**config.mk**
```make
export PLATFORM = sky130hd
export DESIGN_NAME = page_fault_frame_manager
export DESIGN_NICKNAME = d
export VERILOG_FILES = /design/src/rtl/pffm_pkg.sv /design/src/rtl/pffm_cell.sv /design/src/rtl/pffm_fifo.sv /design/src/rtl/page_fault_frame_manager.sv
export VERILOG_INCLUDE_DIRS = /design/src /design/src/rtl
export SDC_FILE = /design/constraint.sdc
export NUM_CORES = 2
export LEC_CHECK = 0
export ABC_AREA = 0
export BUFFER_PORTS_ARGS = -buffer_cell sky130_fd_sc_hd__buf_2
export CORE_UTILIZATION = 45
export CTS_BUF_LIST = sky130_fd_sc_hd__clkbuf_2 sky130_fd_sc_hd__clkbuf_4 sky130_fd_sc_hd__clkbuf_8
export DETAILED_ROUTE_END_ITERATION = 10
export PLACE_DENSITY_LB_ADDON = 0.12
export RECOVER_POWER = 25
export SLEW_MARGIN = 20
export SYNTH_ARGS = -nofsm -noshare
export SYNTH_HDL_FRONTEND = slang
export SYNTH_SLANG_ARGS = --single-unit
```
**constraint.sdc**
```tcl
create_clock -name clk -period 4.75 [get_ports clk]
set_clock_uncertainty 0.05 [all_clocks]
set_input_delay 0.475 -clock clk [delete_from_list [all_inputs] [get_ports clk]]
set_output_delay 0.475 -clock clk [all_outputs]
set_load 0.03 [all_outputs]
```
**src/rtl/assert_macros.svh**
```systemverilog
// Assertion macros shared by the frame manager RTL.
// Depends on nothing; included by the modules that carry assertions.
`ifndef ASSERT_MACROS_SVH
`define ASSERT_MACROS_SVH

`define ASSERT_AT(lbl, clk, rst_n, prop) \
  lbl: assert property (@(posedge clk) disable iff (!rst_n) prop) \
    else $error("assertion failed");

`define ASSERT_NEVER(lbl, clk, rst_n, expr) \
  lbl: assert property (@(posedge clk) disable iff (!rst_n) !(expr)) \
    else $error("forbidden condition seen");

`endif

```
**src/rtl/pffm_pkg.sv**
```systemverilog
// Package of the page fault frame manager: field widths, codes and the
// transfer and control structs. Depends on nothing.
package pffm_pkg;

  localparam int FRAMES_DEF = 32;
  localparam int TLB_DEF    = 4;
  localparam int IDX_W      = 8;
  localparam int PAGE_W     = 16;
  localparam int PID_W      = 8;
  localparam int SRC_W      = 2;
  localparam int RND_W      = 5;
  localparam int SLOT_W     = 2;
  localparam int FRAME_W    = 5;

  localparam logic REQ_FAULT = 1'b0;
  localparam logic REQ_STORE = 1'b1;

  localparam logic [SRC_W-1:0] FILL_EXEC = 2'd0;
  localparam logic [SRC_W-1:0] FILL_SWAP = 2'd1;
  localparam logic [SRC_W-1:0] FILL_ZERO = 2'd2;
  localparam logic [SRC_W-1:0] FILL_NONE = 2'd3;

  typedef struct packed {
    logic              req_type;
    logic [PAGE_W-1:0] fault_page;
    logic [PID_W-1:0]  process_id;
    logic [SRC_W-1:0]  page_source;
    logic [RND_W-1:0]  random_frame;
    logic [SLOT_W-1:0] dirty_slot;
  } in_t;

  typedef struct packed {
    logic [FRAME_W-1:0] frame;
    logic               was_resident;
    logic               did_evict;
    logic [PAGE_W-1:0]  victim_page;
    logic [PID_W-1:0]   victim_process;
    logic               write_back;
    logic [SRC_W-1:0]   fill_source;
    logic [SLOT_W-1:0]  slot_filled;
  } out_t;

  typedef struct packed {
    logic [PAGE_W-1:0] page;
    logic [PID_W-1:0]  pid;
    logic [IDX_W-1:0]  vidx;
    logic              found;
    logic [IDX_W-1:0]  hit_idx;
    logic              hit_dirty;
    logic              free_found;
    logic [IDX_W-1:0]  free_idx;
    logic [PAGE_W-1:0] v_page;
    logic [PID_W-1:0]  v_owner;
    logic              v_dirty;
  } token_t;

  typedef struct packed {
    logic              fill_en;
    logic [IDX_W-1:0]  fill_idx;
    logic [PAGE_W-1:0] fill_page;
    logic [PID_W-1:0]  fill_owner;
    logic              wb_en;
    logic [IDX_W-1:0]  wb_idx;
    logic              wb_val;
  } upd_t;

endpackage

```
**src/rtl/pffm_cell.sv**
```systemverilog
// One frame table cell: holds one frame's entry and passes the search
// token to its neighbor. Depends on pffm_pkg.
module pffm_cell import pffm_pkg::*; #(
  parameter logic [IDX_W-1:0] IDX = '0
) (
  input  logic   clk,
  input  logic   rst_n,
  input  token_t tok_in,
  output token_t tok_out,
  input  upd_t   upd
);

  logic              valid_r;
  logic              taken_r;
  logic              dirty_r;
  logic [PAGE_W-1:0] page_r;
  logic [PID_W-1:0]  owner_r;
  token_t            tok_r;
  token_t            tok_nxt;

  always_comb begin
    tok_nxt = tok_in;
    if (valid_r && page_r == tok_in.page && owner_r == tok_in.pid && !tok_in.found) begin
      tok_nxt.found     = 1'b1;
      tok_nxt.hit_idx   = IDX;
      tok_nxt.hit_dirty = dirty_r;
    end
    if (!taken_r && !tok_in.free_found) begin
      tok_nxt.free_found = 1'b1;
      tok_nxt.free_idx   = IDX;
    end
    if (tok_in.vidx == IDX) begin
      tok_nxt.v_page  = page_r;
      tok_nxt.v_owner = owner_r;
      tok_nxt.v_dirty = dirty_r;
    end
  end

  always_ff @(posedge clk) begin
    if (!rst_n) begin
      valid_r <= 1'b0;
      taken_r <= 1'b0;
      dirty_r <= 1'b0;
    end else begin
      if (upd.fill_en && upd.fill_idx == IDX) begin
        valid_r <= 1'b1;
        taken_r <= 1'b1;
        dirty_r <= 1'b0;
      end
      if (upd.wb_en && upd.wb_idx == IDX) begin
        dirty_r <= upd.wb_val;
      end
    end
  end

  always_ff @(posedge clk) begin
    tok_r <= tok_nxt;
    if (upd.fill_en && upd.fill_idx == IDX) begin
      page_r  <= upd.fill_page;
      owner_r <= upd.fill_owner;
    end
  end

  assign tok_out = tok_r;

endmodule

```
**src/rtl/pffm_fifo.sv**
```systemverilog
// Replacement queue of frame indexes in load order, held in a memory.
// Depends on pffm_pkg and assert_macros.svh.
`include "assert_macros.svh"
module pffm_fifo import pffm_pkg::*; #(
  parameter int FRAMES = FRAMES_DEF,
  localparam int FW = $clog2(FRAMES),
  localparam int CW = $clog2(FRAMES + 1)
) (
  input  logic          clk,
  input  logic          rst_n,
  input  logic          push_en,
  input  logic [FW-1:0] push_data,
  input  logic          pop_en,
  output logic [FW-1:0] head_data,
  output logic [CW-1:0] count
);

  logic [FW-1:0] mem [FRAMES];
  logic [FW-1:0] head_r;
  logic [CW-1:0] count_r;
  logic [FW-1:0] head_q_r;
  logic [FW:0]   tail_sum;
  logic [FW-1:0] tail;
  logic          push_ok;

  always_comb begin
    tail_sum = {1'b0, head_r} + (FW + 1)'(count_r);
    if (tail_sum >= (FW + 1)'(FRAMES)) begin
      tail = FW'(tail_sum - (FW + 1)'(FRAMES));
    end else begin
      tail = FW'(tail_sum);
    end
    push_ok = push_en && (count_r != CW'(FRAMES) || pop_en);
  end

  always_ff @(posedge clk) begin
    if (!rst_n) begin
      head_r  <= '0;
      count_r <= '0;
    end else begin
      if (pop_en) begin
        head_r <= (head_r == FW'(FRAMES - 1)) ? '0 : head_r + 1'b1;
      end
      count_r <= count_r + CW'(push_ok) - CW'(pop_en);
    end
  end

  always_ff @(posedge clk) begin
    if (push_ok) begin
      mem[tail] <= push_data;
    end
    head_q_r <= mem[head_r];
  end

  assign head_data = head_q_r;
  assign count     = count_r;

  `ASSERT_AT(a_count_bound, clk, rst_n, count_r <= CW'(FRAMES))
  `ASSERT_NEVER(a_pop_empty, clk, rst_n, pop_en && count_r == '0)

endmodule

```
**src/rtl/page_fault_frame_manager.sv**
```systemverilog
// Top level of the page fault frame manager: control, TLB and the cell row.
// Depends on pffm_pkg, pffm_cell, pffm_fifo and assert_macros.svh.
//
// Usage: drive in_data and raise start; the request transfer happens at an
// edge where start is high and busy is low. A page fault request then keeps
// busy high while a search token walks the row of FRAMES frame cells, one
// cell per cycle. Its result is registered once the token has left the last
// cell, and busy drops in the cycle that the result appears, so the next
// request can transfer as soon as busy is low again.
// A store hit request never raises busy and gives its result the cycle after
// its transfer, so store hits may follow each other in every cycle.
// Each result appears on out_data for exactly one cycle with out_valid high;
// the receiver cannot stall the block and must take it in that cycle.
// cfg_we with cfg_wdata writes the replacement policy (0 FIFO, 1 random);
// write it only while the block is idle.
// Reset clears all valid, dirty and allocation state, the queue and the
// TLB pointer; no clearing pass is needed, the block is ready at once.
`include "assert_macros.svh"
module page_fault_frame_manager import pffm_pkg::*; #(
  parameter int FRAMES      = FRAMES_DEF,
  parameter int TLB_ENTRIES = TLB_DEF
) (
  input  logic clk,
  input  logic rst_n,
  input  logic start,
  output logic busy,
  input  in_t  in_data,
  output logic out_valid,
  output out_t out_data,
  input  logic cfg_we,
  input  logic cfg_wdata
);

  localparam int FW = $clog2(FRAMES);
  localparam int CW = $clog2(FRAMES + 1);
  localparam int TW = (TLB_ENTRIES > 1) ? $clog2(TLB_ENTRIES) : 1;

  typedef enum logic [1:0] {
    ST_IDLE,
    ST_PREP,
    ST_SEARCH
  } state_t;

  state_t           state_r;
  in_t              req_r;
  logic             policy_r;
  logic [FW-1:0]    cnt_r;
  logic             tlb_valid_r [TLB_ENTRIES];
  logic [FW-1:0]    tlb_frame_r [TLB_ENTRIES];
  logic             tlb_dirty_r [TLB_ENTRIES];
  logic [TW-1:0]    tlb_next_r;
  logic             out_valid_r;
  out_t             out_data_r;

  token_t           tok [FRAMES + 1];
  token_t           last;
  upd_t             upd;
  logic [FW-1:0]    rnd_tab [32];
  logic [FW-1:0]    fifo_head;
  logic [CW-1:0]    fifo_count;
  logic             use_fifo;
  logic             fin;
  logic             miss;
  logic             evict;
  logic [IDX_W-1:0] f_idx;
  logic [FW-1:0]    ff;
  logic             tv_after [TLB_ENTRIES];
  logic             inval_done;
  logic             wb_en;
  logic             f_dirty;
  logic             push_en;
  logic             pop_en;
  logic [TW-1:0]    slot_next;
  out_t             fault_res;
  out_t             store_res;
  logic [SRC_W-1:0] fill_src;

  for (genvar g = 0; g < 32; g++) begin : g_rnd
    assign rnd_tab[g] = FW'(g % FRAMES);
  end

  assign use_fifo = !policy_r && fifo_count != '0;

  always_comb begin
    tok[0]            = '0;
    tok[0].page       = req_r.fault_page;
    tok[0].pid        = req_r.process_id;
    tok[0].vidx       = IDX_W'(use_fifo ? fifo_head : rnd_tab[req_r.random_frame]);
  end

  for (genvar g = 0; g < FRAMES; g++) begin : g_cell
    pffm_cell #(
      .IDX (IDX_W'(g))
    ) u_cell (
      .clk     (clk),
      .rst_n   (rst_n),
      .tok_in  (tok[g]),
      .tok_out (tok[g + 1]),
      .upd     (upd)
    );
  end

  assign last = tok[FRAMES];

  always_comb begin
    fin   = state_r == ST_SEARCH && cnt_r == FW'(FRAMES - 1);
    miss  = !last.found;
    evict = miss && !last.free_found;
    if (last.found) begin
      f_idx = last.hit_idx;
    end else if (last.free_found) begin
      f_idx = last.free_idx;
    end else begin
      f_idx = last.vidx;
    end
    ff = FW'(f_idx);

    inval_done = 1'b0;
    for (int i = 0; i < TLB_ENTRIES; i++) begin
      tv_after[i] = tlb_valid_r[i];
      if (evict && last.v_owner == last.pid && !inval_done &&
          tlb_valid_r[i] && tlb_frame_r[i] == FW'(last.vidx)) begin
        tv_after[i] = 1'b0;
        inval_done  = 1'b1;
      end
    end

    wb_en   = tv_after[tlb_next_r];
    f_dirty = miss ? 1'b0 : last.hit_dirty;
    if (wb_en && tlb_frame_r[tlb_next_r] == ff) begin
      f_dirty = tlb_dirty_r[tlb_next_r];
    end

    upd.fill_en    = fin && miss;
    upd.fill_idx   = f_idx;
    upd.fill_page  = last.page;
    upd.fill_owner = last.pid;
    upd.wb_en      = fin && wb_en;
    upd.wb_idx     = IDX_W'(tlb_frame_r[tlb_next_r]);
    upd.wb_val     = tlb_dirty_r[tlb_next_r];

    push_en = fin && miss && !policy_r;
    pop_en  = fin && evict && use_fifo;

    slot_next = (tlb_next_r == TW'(TLB_ENTRIES - 1)) ? '0 : tlb_next_r + 1'b1;

    fill_src = (req_r.page_source == FILL_NONE) ? FILL_ZERO : req_r.page_source;

    fault_res                = '0;
    fault_res.frame          = f_idx[FRAME_W-1:0];
    fault_res.was_resident   = last.found;
    fault_res.did_evict      = evict;
    fault_res.victim_page    = evict ? last.v_page : '0;
    fault_res.victim_process = evict ? last.v_owner : '0;
    fault_res.write_back     = evict && last.v_dirty;
    fault_res.fill_source    = miss ? fill_src : FILL_NONE;
    fault_res.slot_filled    = SLOT_W'(tlb_next_r);

    store_res             = '0;
    store_res.fill_source = FILL_NONE;
  end

  pffm_fifo #(
    .FRAMES (FRAMES)
  ) u_fifo (
    .clk       (clk),
    .rst_n     (rst_n),
    .push_en   (push_en),
    .push_data (ff),
    .pop_en    (pop_en),
    .head_data (fifo_head),
    .count     (fifo_count)
  );

  always_ff @(posedge clk) begin
    if (!rst_n) begin
      state_r     <= ST_IDLE;
      policy_r    <= 1'b0;
      cnt_r       <= '0;
      tlb_next_r  <= '0;
      out_valid_r <= 1'b0;
      for (int i = 0; i < TLB_ENTRIES; i++) begin
        tlb_valid_r[i] <= 1'b0;
        tlb_dirty_r[i] <= 1'b0;
      end
    end else begin
      out_valid_r <= (state_r == ST_IDLE && start && in_data.req_type == REQ_STORE) || fin;
      if (cfg_we) begin
        policy_r <= cfg_wdata;
      end
      case (state_r)
        ST_IDLE: begin
          if (start) begin
            req_r <= in_data;
            if (in_data.req_type == REQ_STORE) begin
              if (int'(in_data.dirty_slot) < TLB_ENTRIES) begin
                tlb_dirty_r[TW'(in_data.dirty_slot)] <= 1'b1;
              end
              out_data_r <= store_res;
            end else begin
              state_r <= ST_PREP;
            end
          end
        end
        ST_PREP: begin
          cnt_r   <= '0;
          state_r <= ST_SEARCH;
        end
        ST_SEARCH: begin
          if (fin) begin
            for (int i = 0; i < TLB_ENTRIES; i++) begin
              tlb_valid_r[i] <= (i == int'(tlb_next_r)) ? 1'b1 : tv_after[i];
            end
            tlb_frame_r[tlb_next_r] <= ff;
            tlb_dirty_r[tlb_next_r] <= f_dirty;
            tlb_next_r              <= slot_next;
            out_data_r              <= fault_res;
            state_r                 <= ST_IDLE;
          end else begin
            cnt_r <= cnt_r + 1'b1;
          end
        end
        default: begin
          state_r <= ST_IDLE;
        end
      endcase
    end
  end

  assign busy      = state_r != ST_IDLE;
  assign out_valid = out_valid_r;
  assign out_data  = out_data_r;

  `ASSERT_AT(a_fault_done, clk, rst_n, fin |=> (out_valid_r && !busy))
  `ASSERT_AT(a_slot_range, clk, rst_n, tlb_next_r <= TW'(TLB_ENTRIES - 1))
  `ASSERT_NEVER(a_fifo_policy, clk, rst_n, policy_r && (push_en || pop_en))

endmodule

```
==> impl_metrics.ini <==
[logic_synthesis]
avgSynthCellArea_um2 = 15.89
synthArstFlopShare = 0
synth_edf_count = 1017
synth_top_area_cell = dfxtp_1
synthMuxAreaShare = 0.1053
yosys.area_share.adder = 0.003025
synth_compound_area_frac = 0.01240
synth_seq_cells = 3198
syn_nets = 6363
synth_area_um2 = 100100
yosys_warnings = 0
synth_top_area_frac = 0.4362
yosys.area_share.xor_xnor = 0.07009
synth_top_family_by_area = multiplexers
ys.flop_type = dfxtp_1
synth_cell_types = 63
synthCells = 6301
yosysSeqAreaShare = 0.7413
synth_area_leaders = dfxtp_1 (44%), edfxtp_1 (31%), mux2_2 (9.1%), xnor2_1 (4.2%), xor2_1 (2.8%)
synth-simple-area-share = 0.06035

[timing]
hold_violations = 0
fmax_ghz = 0.2419
fin_crit_ns = 4.134
worst_pin_slew_ns = 1.115
fin_ws_ns = 0.6163
drv_slew = 0
slew-limit-headroom = 0.2568
finalSetupViolCount = 0
tns_ns = 0
period_share = 0.8703
rsz0062_at_grt = no

[power]
peakVddDrop_v = 0.0003299
p_per_area_nw_per_um2 = 483.0
leakage_nw = 44.38

[grt]
grt_usage = 0.2179
grt_pass1_wl_um = 356800
grt_start_max_net_pins = 56
grt_pass1_vias = 53465
grt-ovfl-total = 0
antenna_found_initial = 15

[placement]
port_buffers = 76
place_ws_ns = 0.7419
dpl.hpwl_um = 166500
dp.cells = 9298
gp_congestion = 0.8348
placed_area_um2 = 104500

[route]
drcViolationCount = 0
wl_per_cell_um = 23.74
m1WireLength_um = 104300
dr.first_iter.drc_count = 3121
dr_total_vias = 50048
wirelength_um = 245100
ant_nets = 0
wl_met2_um = 123300
drt_pre_antenna_iters = 5
vias_per_cell = 4.849
highest_layer = met4
met3WireLength_um = 11900

[clock_network]
clkLatencyLatePin_ns = 1.06
clk_pin_slew_ns = 0.06
cts.htree.levels = 6
postCtsSetupRepairBufs = 0
ctsLongestPathBuffers = 4
numCtsBuffers = 534
clock_sinks = 3198
cts_tree = built
root_buffer = clkbuf_8

[setup_path]
crit_fanout = 15
crit_type = register to register
rr_startpoint = cnt_r[0]
crit_path_start = cnt_r[0]
startpoint_type = register
endpoint_kind = register
required_ns = 5.38
crit_arrival_ns = 4.76

[layout]
num-fill-cells = 18466
mostFrequentLayoutCell = dfxtp_1
post-route-cell-area_um2 = 116300
layout-drive-gt1-share = 0.2864
fin_nets = 7004
multi_input_area_um2 = 25270
seq_area_um2 = 74240
layout_common_cells = dfxtp_1 (2156), edfxtp_1 (1017), mux2_2 (813)
final_cells = 10321
area_delta_synth_final_pct = 16.18

[die]
rows = 172
core_um2 = 220400
initial_core_util = 0.4542
dieArea_um2 = 224300
num_io_pins = 77
die_y_um = 473.6
fp.dieW_um = 473.6

[worst_hold_path]
hp-start = in_data[32]
holdCritPathClass = input pin to register

[flow_run]
max_cap_violations = 0

[run_status]
status = finished, final reports clean
==> synthesized netlist by cell type (all sizes together), types with 31 or more instances <==
master,n
clkbuf,118
nand3,46
o21a,36
and2,85
mux4,55
xnor2,479
and3,36
or4,31
nor3,41
edfxtp,1017
xor2,322
dfxtp,2181
nor2b,65
nand2b,153
a21boi,39
or2,76
nand4,139
mux2,813
nor4,81
nor2,123
nand2,99
inv,62
==> routing by layer <==
| layer | GRT usage | up-vias |
|---|---|---|
| met4 | 0.06563 | 0 |
| met3 | 0.04261 | 391 |
| met5 | 0 | - |
| met1 | 0.2754 | 24929 |
| met2 | 0.3755 | 1136 |
| li1 | - | 23592 |
==> worst max-delay path, stage by stage (launching register included) <==
cell	delay [ns]
dfxtp_1	0.40
ha_1	0.23
and3_1	0.18
ha_1	0.36
and2_1	0.19
buf_4	0.21
nand3_1	0.32
a311oi_2	0.59
nand3_1	0.65
nor2_1	0.58
==> worst paths after layout <==
kind              depth (start not counted)  slack [ns]                            end
setup / recovery                          9        0.62              u_fifo.mem[11][1]
hold / removal                            2        0.10                      req_r[32]
setup reg to reg                          9        0.62              u_fifo.mem[11][1]
hold reg to reg                           0        0.26  g_cell[11].u_cell.tok_out[60]
==> layout make-up <==
type                       instances  share of cell area
clock inverter                    98            0.006434
inverter                          62            0.002001
tap                             2958             0.03183
clock buffer                     846             0.08867
antenna                           13           0.0002797
timing repair buffer             237             0.01507
multi-input combinational       2909              0.2173
sequential                      3198              0.6384
==> flip-flops by register name (all words and copies together) (netlist names), 20 cells and up, named ones only <==
name / count
u_fifo.mem: 160
req_r: 31
tlb_frame_r: 20
g_cell.u_cell.dirty_r: 32
out_data: 36
g_cell.u_cell.owner_r: 256
g_cell.u_cell.page_r: 512
g_cell.u_cell.tok_out: 2082
g_cell.u_cell.valid_r: 29
==> cells by family (layout without fill, tap and decap cells) <==
kind of cell / count (synthesis) / count (layout)
buf+inv: 194 / 1243
simple gates: 1038 / 1038
other cells: 0 / 13
mux: 883 / 883
flops: 3198 / 3198
compound gates: 164 / 164
xor+xnor: 801 / 801
fa+ha+maj: 23 / 23
==> stage by stage <==
stage	total power [W]	hold WS (ns)	utilization
after global placement	0.03201	0.2886	0.4744
after CTS	0.05683	0.005396	0.5276
final	0.05617	0.1008	0.5277
after global routing	0.05826	0.06269	0.5276
after floorplan	0.03116	0.2724	-
after detailed placement	0.03200	0.2876	0.4744
==> repair_timing <==
item,in CTS,in global routing
gates resized for setup,0,0
endpoints found under the hold margin,85,0
hold buffers,66,0
==> power by group <==
part / switching (W) / internal (W)
logic: 0.000716 / 0.000794
clock network: 0.0105 / 0.0142
registers: 0.000622 / 0.0293
total: 0.0119 / 0.0443
Note: power is estimated with default switching activity, not from simulation.
